==> src/sv/bbr_pkg.sv <==
// Shared types, constants and register codes of the box blur row filter.
`default_nettype none
package bbr_pkg;

	// Default sizing
	localparam int DEF_MAX_HALF = 32;
	localparam int DEF_MAX_ROW  = 4096;

	// Configuration port
	localparam int CFG_IDX_W  = 2;
	localparam int CFG_DATA_W = 32;
	localparam logic [CFG_IDX_W-1:0] CFG_KERNEL_HALF = 2'd0;
	localparam logic [CFG_IDX_W-1:0] CFG_RECIP_MUL   = 2'd1;
	localparam logic [CFG_IDX_W-1:0] CFG_RECIP_SHIFT = 2'd2;

	// Register reset values
	localparam logic [5:0]  RST_KERNEL_HALF = 6'd1;
	localparam logic [31:0] RST_RECIP_MUL   = 32'd5592406;
	localparam logic [4:0]  RST_RECIP_SHIFT = 5'd24;

	// Beat payloads
	typedef struct packed {
		logic [7:0] pixel_in;
		logic       row_end;
	} bbr_in_t;

	typedef struct packed {
		logic [7:0] pixel_out;
		logic       row_done;
		logic       burst_last;
	} bbr_out_t;

	// Controller states
	typedef enum logic [2:0] {
		ST_IDLE,
		ST_ACC,
		ST_MUL,
		ST_EMIT,
		ST_FRD,
		ST_FUPD,
		ST_FMUL,
		ST_FEMIT
	} bbr_state_t;

	// Controller to datapath
	typedef struct packed {
		logic load;      // input beat accepted
		logic acc;       // main running-sum update
		logic mul;       // scale product into register
		logic mul_flush; // flags for a flush output
		logic fupd;      // flush running-sum update
		logic fnext;     // advance flush counters
		logic emit;      // load output register
		logic finish;    // close item, advance or clear row state
		logic rd_flush;  // ring read from flush address
	} bbr_cmd_t;

	// Datapath to controller
	typedef struct packed {
		logic emit_main;
		logic last;
		logic h_zero;
		logic e_ge_h;
		logic k_last;
		logic out_free;
	} bbr_sts_t;

endpackage
`default_nettype wire

==> src/sv/bbr_if.sv <==
// Stream interfaces for input pixels and blurred results.
`default_nettype none
interface bbr_in_if;
	import bbr_pkg::*;
	logic    valid;
	logic    ready;
	bbr_in_t data;
	modport source (output valid, output data, input ready);
	modport sink (input valid, input data, output ready);
endinterface

interface bbr_out_if;
	import bbr_pkg::*;
	logic     valid;
	logic     ready;
	bbr_out_t data;
	modport source (output valid, output data, input ready);
	modport sink (input valid, input data, output ready);
endinterface
`default_nettype wire

==> src/sv/bbr_cfg.sv <==
// Configuration registers: half width and reciprocal scaling.
`default_nettype none
module bbr_cfg import bbr_pkg::*; (
	input  wire logic                  clk,
	input  wire logic                  arst_n,
	input  wire logic                  cfg_we,
	input  wire logic [CFG_IDX_W-1:0]  cfg_idx,
	input  wire logic [CFG_DATA_W-1:0] cfg_data,
	output logic [5:0]                 kernel_half,
	output logic [31:0]                recip_mul,
	output logic [4:0]                 recip_shift
);

	logic [5:0]  kernel_half_q;
	logic [31:0] recip_mul_q;
	logic [4:0]  recip_shift_q;

	// Register writes; unknown indexes are dropped
	always_ff @(posedge clk or negedge arst_n) begin
		if (!arst_n) begin
			kernel_half_q <= RST_KERNEL_HALF;
			recip_mul_q   <= RST_RECIP_MUL;
			recip_shift_q <= RST_RECIP_SHIFT;
		end else if (cfg_we) begin
			case (cfg_idx)
				CFG_KERNEL_HALF: kernel_half_q <= cfg_data[5:0];
				CFG_RECIP_MUL:   recip_mul_q   <= cfg_data[31:0];
				CFG_RECIP_SHIFT: recip_shift_q <= cfg_data[4:0];
				default: ;
			endcase
		end
	end

	assign kernel_half = kernel_half_q;
	assign recip_mul   = recip_mul_q;
	assign recip_shift = recip_shift_q;

endmodule
`default_nettype wire

==> src/sv/bbr_ctrl.sv <==
// Sequencer: main window update, scaling, output, and row-end flush.
`default_nettype none
module bbr_ctrl import bbr_pkg::*; (
	input  wire logic     clk,
	input  wire logic     arst_n,
	input  wire logic     in_valid,
	output logic          in_ready,
	input  wire bbr_sts_t sts,
	output bbr_cmd_t      cmd
);

	bbr_state_t state_q;
	bbr_state_t state_nxt;

	// State register
	always_ff @(posedge clk or negedge arst_n) begin
		if (!arst_n) begin
			state_q <= ST_IDLE;
		end else begin
			state_q <= state_nxt;
		end
	end

	// Next state
	always_comb begin
		state_nxt = state_q;
		case (state_q)
			ST_IDLE: begin
				if (in_valid) state_nxt = ST_ACC;
			end
			ST_ACC: begin
				if (sts.emit_main)  state_nxt = ST_MUL;
				else if (sts.last)  state_nxt = ST_FRD;
				else                state_nxt = ST_IDLE;
			end
			ST_MUL: state_nxt = ST_EMIT;
			ST_EMIT: begin
				if (sts.out_free) begin
					if (sts.last && !sts.h_zero) state_nxt = ST_FRD;
					else                         state_nxt = ST_IDLE;
				end
			end
			ST_FRD: state_nxt = ST_FUPD;
			ST_FUPD: begin
				if (sts.e_ge_h)      state_nxt = ST_FMUL;
				else if (sts.k_last) state_nxt = ST_IDLE;
				else                 state_nxt = ST_FRD;
			end
			ST_FMUL: state_nxt = ST_FEMIT;
			ST_FEMIT: begin
				if (sts.out_free) begin
					if (sts.k_last) state_nxt = ST_IDLE;
					else            state_nxt = ST_FRD;
				end
			end
			default: state_nxt = ST_IDLE;
		endcase
	end

	// Outputs
	always_comb begin
		cmd      = '0;
		in_ready = 1'b0;
		case (state_q)
			ST_IDLE: begin
				in_ready = 1'b1;
				cmd.load = in_valid;
			end
			ST_ACC: begin
				cmd.acc    = 1'b1;
				cmd.finish = !sts.emit_main && !sts.last;
			end
			ST_MUL: cmd.mul = 1'b1;
			ST_EMIT: begin
				cmd.emit   = sts.out_free;
				cmd.finish = sts.out_free && (!sts.last || sts.h_zero);
			end
			ST_FRD: cmd.rd_flush = 1'b1;
			ST_FUPD: begin
				cmd.fupd   = 1'b1;
				cmd.finish = !sts.e_ge_h && sts.k_last;
				cmd.fnext  = !sts.e_ge_h && !sts.k_last;
			end
			ST_FMUL: begin
				cmd.mul       = 1'b1;
				cmd.mul_flush = 1'b1;
			end
			ST_FEMIT: begin
				cmd.emit   = sts.out_free;
				cmd.finish = sts.out_free && sts.k_last;
				cmd.fnext  = sts.out_free && !sts.k_last;
			end
			default: ;
		endcase
	end

endmodule
`default_nettype wire

==> src/sv/bbr_dp.sv <==
// Datapath: pixel ring, running window sum, reciprocal scaling, output register.
`default_nettype none
module bbr_dp import bbr_pkg::*; #(
	parameter int MAX_HALF = DEF_MAX_HALF,
	parameter int MAX_ROW  = DEF_MAX_ROW
) (
	input  wire logic        clk,
	input  wire logic        arst_n,
	input  wire bbr_cmd_t    cmd,
	output bbr_sts_t         sts,
	input  wire logic [5:0]  kernel_half,
	input  wire logic [31:0] recip_mul,
	input  wire logic [4:0]  recip_shift,
	input  wire bbr_in_t     in_data,
	output logic             out_valid,
	input  wire logic        out_ready,
	output bbr_out_t         out_data
);

	localparam int RING   = 2 * MAX_HALF + 2;
	localparam int AW     = $clog2(RING);
	localparam int H_W    = $clog2(MAX_HALF + 1);
	localparam int SPAN_W = H_W + 1;
	localparam int SUM_W  = 8 + SPAN_W;
	localparam int POS_W  = $clog2(MAX_ROW);
	localparam int CMP_W  = $clog2(MAX_ROW + 2 * MAX_HALF + 2);

	// Row state
	logic [POS_W-1:0] pos_q;
	logic [AW-1:0]    head_q;
	logic [H_W-1:0]   h_q;
	logic [7:0]       first_q;
	logic [SUM_W-1:0] sum_q;

	// Item and flush working registers
	logic [7:0]       pix_q;
	logic             last_q;
	logic [H_W-1:0]   k_q;
	logic [CMP_W-1:0] e_q;
	logic [AW-1:0]    fl_addr_q;
	logic [31:0]      prod_q;
	logic             done_q;
	logic             blast_q;
	logic [7:0]       rd_q;

	// Output register
	logic             out_valid_q;
	bbr_out_t         out_q;

	logic [7:0]       ring_mem [RING];

	logic [H_W-1:0]    h_new;
	logic [SPAN_W-1:0] span;
	logic              pos_zero;
	logic [AW-1:0]     head_nxt;
	logic [AW-1:0]     main_addr;
	logic [AW-1:0]     rd_addr;
	logic [7:0]        old_main;
	logic [7:0]        old_flush;

	// Ring address span positions behind head plus one, modulo ring depth
	function automatic logic [AW-1:0] wrap_back(input logic [AW-1:0] head,
			input logic [SPAN_W-1:0] sp);
		logic [AW:0] t;
		t = (AW+1)'(head) + (AW+1)'(RING + 1) - (AW+1)'(sp);
		if (t >= (AW+1)'(RING)) t = t - (AW+1)'(RING);
		return t[AW-1:0];
	endfunction

	// Half width clamp, window span, ring addressing
	always_comb begin
		if (32'(kernel_half) > 32'(MAX_HALF)) h_new = H_W'(MAX_HALF);
		else                                  h_new = H_W'(kernel_half);
	end

	assign span      = {h_q, 1'b1};
	assign pos_zero  = (pos_q == '0);
	assign head_nxt  = pos_zero ? '0 :
		((head_q == AW'(RING - 1)) ? '0 : head_q + 1'b1);
	assign main_addr = wrap_back(head_q, span);
	assign rd_addr   = cmd.rd_flush ? fl_addr_q : main_addr;

	// Pixel leaving the window: from the ring once past the left edge
	assign old_main  = (CMP_W'(pos_q) >= CMP_W'(span)) ? rd_q : first_q;
	assign old_flush = (e_q >= CMP_W'(span)) ? rd_q : first_q;

	// Pixel ring, registered read
	always_ff @(posedge clk) begin
		if (cmd.load) ring_mem[head_nxt] <= in_data.pixel_in;
		rd_q <= ring_mem[rd_addr];
	end

	// Row state
	always_ff @(posedge clk or negedge arst_n) begin
		if (!arst_n) begin
			pos_q   <= '0;
			head_q  <= '0;
			h_q     <= H_W'(1);
			first_q <= '0;
			sum_q   <= '0;
		end else begin
			if (cmd.load) begin
				head_q <= head_nxt;
				if (pos_zero) begin
					h_q     <= h_new;
					first_q <= in_data.pixel_in;
				end
			end
			// Running sum: cleared at row end, seeded from the row's first pixel, else main or flush update
			if (cmd.finish && last_q) begin
				sum_q <= '0;
			end else if (cmd.acc) begin
				if (pos_zero) sum_q <= SUM_W'(pix_q) * SUM_W'(span);
				else          sum_q <= sum_q + SUM_W'(pix_q) - SUM_W'(old_main);
			end else if (cmd.fupd) begin
				sum_q <= sum_q + SUM_W'(pix_q) - SUM_W'(old_flush);
			end
			if (cmd.finish) begin
				if (last_q) begin
					pos_q   <= '0;
					head_q  <= '0;
					first_q <= '0;
				end else if (pos_q != POS_W'(MAX_ROW - 1)) begin
					pos_q <= pos_q + 1'b1;
				end
			end
		end
	end

	// Item capture, flush counters, product
	always_ff @(posedge clk) begin
		if (cmd.load) begin
			pix_q  <= in_data.pixel_in;
			last_q <= in_data.row_end;
		end
		if (cmd.acc) begin
			k_q       <= H_W'(1);
			e_q       <= CMP_W'(pos_q) + 1'b1;
			fl_addr_q <= wrap_back(head_q, span);
		end
		if (cmd.fnext) begin
			k_q       <= k_q + 1'b1;
			e_q       <= e_q + 1'b1;
			fl_addr_q <= (fl_addr_q == AW'(RING - 1)) ? '0 : fl_addr_q + 1'b1;
		end
		if (cmd.mul) begin
			prod_q <= 32'(32'(sum_q) * recip_mul);
			if (cmd.mul_flush) begin
				done_q  <= sts.k_last;
				blast_q <= sts.k_last;
			end else begin
				done_q  <= last_q && sts.h_zero;
				blast_q <= !last_q || sts.h_zero;
			end
		end
		if (cmd.emit) begin
			out_q.pixel_out  <= 8'(prod_q >> recip_shift);
			out_q.row_done   <= done_q;
			out_q.burst_last <= blast_q;
		end
	end

	// Output beat valid
	always_ff @(posedge clk or negedge arst_n) begin
		if (!arst_n) begin
			out_valid_q <= 1'b0;
		end else if (cmd.emit) begin
			out_valid_q <= 1'b1;
		end else if (out_ready) begin
			out_valid_q <= 1'b0;
		end
	end

	// Status
	assign sts.emit_main = (CMP_W'(pos_q) >= CMP_W'(h_q));
	assign sts.last      = last_q;
	assign sts.h_zero    = (h_q == '0);
	assign sts.e_ge_h    = (e_q >= CMP_W'(h_q));
	assign sts.k_last    = (k_q == h_q);
	assign sts.out_free  = !out_valid_q || out_ready;

	assign out_valid = out_valid_q;
	assign out_data  = out_q;

endmodule
`default_nettype wire

==> src/sv/box_blur_row_filter.sv <==
// A pixel that completes a window passes accept, window update, multiply and output
// register; a beat with no result passes accept and window update only. A new beat is
// taken once the last is through; a stalled output register holds the sequence. Row
// end adds ring read, update, multiply, output register per flushed output, ring read
// and update per step without one, on the single ring read port and shared multiplier.
// Reset (arst_n low) clears row state, output valid and loads register defaults;
// the pixel ring is not cleared and is only read after being written in the row.
`default_nettype none
module box_blur_row_filter import bbr_pkg::*; #(
	parameter int MAX_HALF = DEF_MAX_HALF,
	parameter int MAX_ROW  = DEF_MAX_ROW
) (
	input  wire logic                  clk,
	input  wire logic                  arst_n,
	input  wire logic                  cfg_we,
	input  wire logic [CFG_IDX_W-1:0]  cfg_idx,
	input  wire logic [CFG_DATA_W-1:0] cfg_data,
	bbr_in_if.sink                     pixels,
	bbr_out_if.source                  blurred
);

	logic [5:0]  kernel_half;
	logic [31:0] recip_mul;
	logic [4:0]  recip_shift;
	bbr_cmd_t    cmd;
	bbr_sts_t    sts;
	logic        in_ready;

	bbr_cfg u_cfg (
		.clk         (clk),
		.arst_n      (arst_n),
		.cfg_we      (cfg_we),
		.cfg_idx     (cfg_idx),
		.cfg_data    (cfg_data),
		.kernel_half (kernel_half),
		.recip_mul   (recip_mul),
		.recip_shift (recip_shift)
	);

	bbr_ctrl u_ctrl (
		.clk      (clk),
		.arst_n   (arst_n),
		.in_valid (pixels.valid),
		.in_ready (in_ready),
		.sts      (sts),
		.cmd      (cmd)
	);

	bbr_dp #(
		.MAX_HALF (MAX_HALF),
		.MAX_ROW  (MAX_ROW)
	) u_dp (
		.clk         (clk),
		.arst_n      (arst_n),
		.cmd         (cmd),
		.sts         (sts),
		.kernel_half (kernel_half),
		.recip_mul   (recip_mul),
		.recip_shift (recip_shift),
		.in_data     (pixels.data),
		.out_valid   (blurred.valid),
		.out_ready   (blurred.ready),
		.out_data    (blurred.data)
	);

	assign pixels.ready = in_ready;

endmodule
`default_nettype wire

==> src/flat_wrapper.sv <==
// flat-port wrapper written by rule: the top's interface ports become plain ports
module box_blur_row_filter_flat import bbr_pkg::*;
#(
	parameter int MAX_HALF = DEF_MAX_HALF,
	parameter int MAX_ROW  = DEF_MAX_ROW
)
  (clk, arst_n, cfg_we, cfg_idx, cfg_data, pixels_valid, pixels_data, pixels_ready, blurred_valid, blurred_data, blurred_ready);
  bbr_in_if pixels_i ();
  bbr_out_if blurred_i ();
  input  wire logic clk;
  input  wire logic arst_n;
  input  wire logic cfg_we;
  input  wire logic [CFG_IDX_W-1:0] cfg_idx;
  input  wire logic [CFG_DATA_W-1:0] cfg_data;
  input wire logic [$bits(pixels_i.valid)-1:0] pixels_valid;
  input wire logic [$bits(pixels_i.data)-1:0] pixels_data;
  output wire logic [$bits(pixels_i.ready)-1:0] pixels_ready;
  output wire logic [$bits(blurred_i.valid)-1:0] blurred_valid;
  output wire logic [$bits(blurred_i.data)-1:0] blurred_data;
  input wire logic [$bits(blurred_i.ready)-1:0] blurred_ready;
  assign pixels_i.valid = pixels_valid;
  assign pixels_i.data = pixels_data;
  assign pixels_ready = pixels_i.ready;
  assign blurred_valid = blurred_i.valid;
  assign blurred_data = blurred_i.data;
  assign blurred_i.ready = blurred_ready;
  box_blur_row_filter #(.MAX_HALF(MAX_HALF), .MAX_ROW(MAX_ROW)) u_core (.clk(clk), .arst_n(arst_n), .cfg_we(cfg_we), .cfg_idx(cfg_idx), .cfg_data(cfg_data), .pixels(pixels_i), .blurred(blurred_i));
endmodule
==> config.mk <==
export PLATFORM = sky130hd
export DESIGN_NAME = box_blur_row_filter_flat
export DESIGN_NICKNAME = d
export VERILOG_FILES = /design/src/sv/bbr_pkg.sv /design/src/sv/bbr_if.sv /design/src/sv/bbr_cfg.sv /design/src/sv/bbr_ctrl.sv /design/src/sv/bbr_dp.sv /design/src/sv/box_blur_row_filter.sv /design/src/flat_wrapper.sv
export SDC_FILE = /design/constraint.sdc
export NUM_CORES = 2
export LEC_CHECK = 0
export BUFFER_PORTS_ARGS = -buffer_cell sky130_fd_sc_hd__buf_2
export CELL_PAD_IN_SITES_DETAIL_PLACEMENT = 2
export CELL_PAD_IN_SITES_GLOBAL_PLACEMENT = 2
export CORE_ASPECT_RATIO = 1.4
export CORE_MARGIN = 2
export CORE_UTILIZATION = 48
export CTS_CLUSTER_DIAMETER = 30
export DETAILED_ROUTE_END_ITERATION = 10
export PLACE_DENSITY = 0.95
export SLEW_MARGIN = 15
export SYNTH_ARGS = -nofsm -noshare
export SYNTH_HDL_FRONTEND = slang
export SYNTH_SLANG_ARGS = --single-unit
==> constraint.sdc <==
create_clock -name clk -period 18.5 [get_ports clk]
set_input_delay 2.775 -clock clk [delete_from_list [all_inputs] [get_ports clk]]
set_output_delay 2.775 -clock clk [all_outputs]
set_load 0.005 [all_outputs]
**Yosys cells after proc, flatten, opt, wreduce, memory -nomap -nowiden**

Memories as Yosys holds them, arrays and structs flattened. A register that Yosys moved wholly into a read port is not among the register bits.
Index checks and enable logic that the tools add are counted.

- Add/subtract/negate cells: 12
- Multiply operators: 2
- Divide/modulo/power cells: 0
- Magnitude comparators: 6
- Eq/ne operators: 16
- Shifts and indexed selects: 1
- Mux-type cells: 52
- Bitwise operators: 0
- Reductions and logical operators: 33

Operator list:

| operator | count |
|---|---|
| $mux W7 | 10 |
| $mux W15 | 4 |
| $mux W8 | 6 |
| $mul A15 B32 Y32 | 1 |
| $shr A32 B5 Y8 | 1 |
| $sub A15 B8 Y15 | 2 |
| $mux W13 | 2 |
| $mux W12 | 2 |
| $mux W3 | 8 |
| $pmux W3 S8 | 1 |
| $mux W6 | 3 |
| $add A15 B8 Y15 | 1 |
| $mul A8 B7 Y15 | 1 |
| $add A7 B1 Y7 const B | 2 |
| $eq A7 B7 Y1 const B | 2 |
| $mux W1 | 14 |
| $add A12 B1 Y13 const B | 1 |
| $add A13 B1 Y13 const B | 1 |
| $ge A13 B6 Y1 | 1 |
| $ge A13 B7 Y1 | 1 |
| $add A12 B1 Y12 const B | 1 |
| $eq A3 B3 Y1 const B | 4 |
| $ge A12 B6 Y1 | 1 |
| $ge A12 B7 Y1 | 1 |
| other kinds (27) | 51 |

- Register bits: 174
- Bits in latches: 0
- RAM bits: 528
- Bits in read-only memories: 0
- Input bits: 48
- Output and inout port bits: 12
- Logic and storage cells: 144
- Memories: 1

Memory list:

| memory | words | bits a word | read ports | clocked after Yosys merged registers in | wr ports | line | text |
|---|---|---|---|---|---|---|---|
| u_core.u_dp.ring_mem | 66 | 8 | 1 | 1 | 1 | bbr_dp.sv:50 | `logic [7:0] ring_mem [RING];` |

**Longest topological paths before layout**

- Depth in word-level cells: 6
- Gate-level depth with buffers: 26

**Cells and area by module**

A second synthesis with hierarchy kept.

- Cell total of the unflattened synthesis: 4044
- Area, all modules: 45810.2 µm²

By module, submodules not included:

| module | instances | cells each | area an instance (µm²) | seq. area each (µm²) |
|---|---|---|---|---|
| bbr_dp | 1 | 3914 | 43733.2 | 19615.1 |
| bbr_cfg | 1 | 92 | 1771.7 | 1094.8 |
| bbr_ctrl | 1 | 38 | 305.3 | 75.1 |

**Least setup slack after synthesis**

No wires, ideal clock.

- Path kind: register to register
- From: reg u_core.u_dp.sum_q[9]
- To: reg u_core.u_dp.prod_q[31], data pin
- Setup time: 0.258 ns
- Arrival: 6.028 ns
- Data required time: 18.242 ns
- Setup slack: 12.214 ns
- Stages on the path, launching flop included: 23
- Buffers on the path: 2
- Period minus slack after synthesis: 6.286 ns
- Cell sequence: dfrtp_1 clkbuf_1 buf_1 nand2_1 fa_1 inv_1 fa_1 fa_1 fa_1 fa_1 inv_1 fa_1 inv_1 ha_1 a21o_1 a21o_1 a21o_1 a21oi_1 nor2_1 a221oi_1 o221ai_1 o41a_1 xnor2_1

- Longest elaborated chain between the ends: 1

RTL lines:

| element | line | text |
|---|---|---|
| from (decl) | bbr_dp.sv:33 | `logic [SUM_W-1:0] sum_q;` |
| from (signal assigned) | bbr_dp.sv:113 | `if (pos_zero) sum_q <= SUM_W'(pix_q) * SUM_W'(span);` |
| from (signal assigned) | bbr_dp.sv:114 | `else sum_q <= sum_q + SUM_W'(pix_q) - SUM_W'(old_main);` |
| from (signal assigned) | bbr_dp.sv:116 | `sum_q <= sum_q + SUM_W'(pix_q) - SUM_W'(old_flush);` |
| $mul A15 B32 Y32 | bbr_dp.sv:147 | `prod_q <= 32'(32'(sum_q) * recip_mul);` |
| to (signal assigned) | bbr_dp.sv:147 |  |
| to (decl) | bbr_dp.sv:41 | `logic [31:0] prod_q;` |

No other way between the ends.
A chain may end at the register's enable or synchronous reset.

**Final worst setup path**

- From: reg u_core.u_dp.sum_q[2]
- To: reg u_core.u_dp.prod_q[31], data pin

The elaborated chain is that of the path after synthesis.

==> metrics.txt <==
outcome=complete, no violations; Die Wd=264 um; simple-gate portion of the synthesized area=14.4%; WP data required=18970 ps; DP HPWL=126 mm; Hold Buf Count CTS=0; core area=93700 um^2; Worst-Margin Slew=1230 ps; Adder-Cell Fraction of Synth Area=18.7%; final slew viol count=0; XOR/XNOR share of the synthesized area=2.69%; Placed Instance Area=46700 um^2; Mean Syn Cell Area=11.3 um^2; CTS tree=built; max frequency=131 MHz; complex-gate fraction of the synthesized area=6.50%; Crit Path Max Fanout=32; post-synthesis sequential area ratio=45.9%; Sequential cell area=20800 um^2; final count of hold timing violations=0; TNS Setup=0 ps; Max-slew headroom=17.4%; root buf cell=clkbuf_16; # Max-Cap Violations=0; Setup crit end=u_core.u_dp.prod_q[31]$_DFFE_PP_; Mapped Nets=4545; R2R Path End=u_core.u_dp.prod_q[31]$_DFFE_PP_; Via density=6.77; EDFF count, synth=607; CP arrival=8120 ps; DR WL met3=15.6 mm; largest family of logic cells by synthesized area=adder cells; metal2 WL=104 mm; vias in the first global route=41500; Critical Path Max Stage Delay=1100 ps; Placer Congestion=0.873; Die Height=367 um; Syn-to-layout area delta=12.6%; H-tree depth=3; Longest Clk Path Bufs=3; worst hold margin=428 ps; PostCTS Resize Cnt=0; initial antenna violation count=9; Via Count=36331; first-pass GRT wire length=305 mm; fin area=51000 um^2; post-CTS setup buffer count=0; crit start category=flop; layout cells sized above 1=11.6%; Num CTS Buffers=121; crit path cell chain=nand2_1 > fa_1 > fa_1 > fa_1 > fa_1 > inv_1 > fa_1 > inv_1 > fa_1 > inv_1 > ha_1 > nor3_1 > nor2_1 > a31oi_1 > o31ai_1 > a221oi_1 > o221ai_1 > o41a_1 > xnor2_1; Place WS=11220 ps; clock transition at the registers of the reported paths=50 ps; initial core utilization=48.3%; Critical-path top delay cell=dfrtp_1; Critical Path Source=u_core.u_dp.sum_q[2]$_DFFE_PN0P_; main flop type after synthesis=edfxtp_1; Worst R2R Path Depth=19; gr usage total=43.8%; highest metal used=met5; io pins=60; multiplexer share of the synthesized area=6.81%; minimum clock period=7650 ps; final worst-path cycle share=41.3%; ys async rst share=13.4%; filler cell count=8828; Routed WL=210 mm; min-delay worst type=reg -> reg; Rows=133; worst setup margin=10850 ps; synth unique cells=83; RSZ-0062 raised after global routing=false; Multi-input gate area=22300 um^2; largest net degree at the start of global routing=139; Worst-Skew Late Latency=760 ps; port bufs=59; initial drt markers=3645; grt ovf=0; met1 WL=67.5 mm; CP Class=reg -> reg; #FFs+latches synth=710; Residual DRC=0; nets@finish=4572; Synth Warn #=0; cell area after synthesis=45300 um^2; Final Setup Violations=0; ANT nets after route=0; R2R Setup Slk=10850 ps; Cells after Synth=4015; # clock sinks=710; DR WL/cell=39.2 um; Pre-antenna DRT Iters=5; R2R Path Start=u_core.u_dp.sum_q[2]$_DFFE_PN0P_; Most common cell on crit path=fa_1; DIE AREA=96800 um^2; Setup Skew=57.4 ps; kind of end point of the critical path=flop
## registers in the layout, summed over array words and instances, names as in the netlist, 7 cells and up
name,flops
u_core.u_dp.out_data,10
u_core.u_dp.ring_mem,528
u_core.u_cfg.recip_mul,32
u_core.u_dp.e_q,13
u_core.u_dp.prod_q,32
u_core.u_dp.head_q,7
u_core.u_dp.pos_q,12
u_core.u_dp.first_q,8
u_core.u_dp.rd_q,8
u_core.u_dp.fl_addr_q,7
u_core.u_dp.pix_q,8
u_core.u_dp.sum_q,15
## kinds of logic after synthesis
| kind of cell | count (synthesis) |
|---|---|
| and+or+nand+nor | 1399 |
| xor gates and xnor gates | 139 |
| AOI/OAI and AO/OA | 446 |
| muxes | 251 |
| DFF | 710 |
| buffers and inverters | 588 |
| adders and majority gates | 482 |
## worst min path at each step
stage / from / to / slack [ps] / cells after the start
finish: u_core.u_dp.blast_q$_DFFE_PP_ / u_core.u_dp.out_data[0]$_DFFE_PP_ / 430 / 0
global route: u_core.u_dp.done_q$_DFFE_PP_ / u_core.u_dp.out_data[1]$_DFFE_PP_ / 460 / 0
detailed placement: u_core.u_dp.blast_q$_DFFE_PP_ / u_core.u_dp.out_data[0]$_DFFE_PP_ / 410 / 0
CTS: u_core.u_dp.blast_q$_DFFE_PP_ / u_core.u_dp.out_data[0]$_DFFE_PP_ / 440 / 0
global placement: u_core.u_dp.blast_q$_DFFE_PP_ / u_core.u_dp.out_data[0]$_DFFE_PP_ / 400 / 0
floorplan: u_core.u_dp.blast_q$_DFFE_PP_ / u_core.u_dp.out_data[0]$_DFFE_PP_ / 400 / 0
## cells in the final DEF (no fill, tap or decap), types with 121 or more instances in the layout
cell type  count
a21oi_1      121
and2_1       214
clkbuf_16    121
edfxtp_1     607
fa_1         322
ha_1         160
inv_1        383
mux2i_1      135
nand2_1      611
nand3_1      179
nor2_1       201
## stage by stage
stage | cells | util (%)
floorplan | 4015 | -
global placement | 5133 | 49.8
detailed placement | 5133 | 49.8
CTS | 5363 | 54.4
global route | 5366 | 54.4
finish | 5368 | 54.4
## critical path: cells and delay by family, from the launching register on
kind / cells / cell delay (ps)
AO/OA/AOI/OAI: 5 / 1910
AND/OR/NAND/NOR: 3 / 580
adder cells (fa/ha/maj): 7 / 3520
XOR/XNOR: 1 / 140
flip-flops: 1 / 1100
buffers and inverters: 3 / 140
## area by class of cell
type,count,share of cell area [%]
antenna,4,0.0196
clock buffer,136,6.13
clock inverter,94,2.22
inverter,385,2.83
multi-input combinational,2717,43.7
sequential,710,40.8
tap,1215,2.98
timing repair buffer,107,1.33
## layer usage
layer | track usage [%] | vias up
met5 | 0.150 | -
met1 | 44.3 | 18695
met2 | 74.1 | 2503
li1 | - | 13866
met4 | 40.1 | 4
met3 | 11.3 | 1263
## cells in the mapped netlist (all sizes together) (10+ instances only)
cell / instances / share of area [%]
a211oi: 37 / 0.67
a21o: 30 / 0.50
a21oi: 121 / 1.3
a221oi: 11 / 0.24
a31oi: 29 / 0.40
and2: 214 / 3.0
and3: 32 / 0.44
buf: 49 / 0.57
clkbuf: 154 / 1.3
dfrtp: 79 / 4.4
dfstp: 16 / 0.93
edfxtp: 607 / 40
fa: 322 / 14
ha: 160 / 4.4
inv: 384 / 3.2
mux2: 78 / 2.0
mux2i: 136 / 3.0
mux4: 37 / 1.8
nand2: 613 / 5.1
nand2b: 16 / 0.22
nand3: 180 / 2.0
nand3b: 11 / 0.18
nand4: 21 / 0.32
nor2: 205 / 1.7
nor2b: 15 / 0.21
nor3: 47 / 0.52
nor4: 15 / 0.22
o2111ai: 11 / 0.21
o211ai: 26 / 0.43
o21a: 11 / 0.18
o21ai: 85 / 0.94
o22ai: 10 / 0.14
o31ai: 12 / 0.20
or3: 13 / 0.18
xnor2: 85 / 1.6
xor2: 54 / 1.0
Power is left out: the tool's default activity adds up to more than one toggle a clock period on the data nets, which glitch-free logic cannot reach.
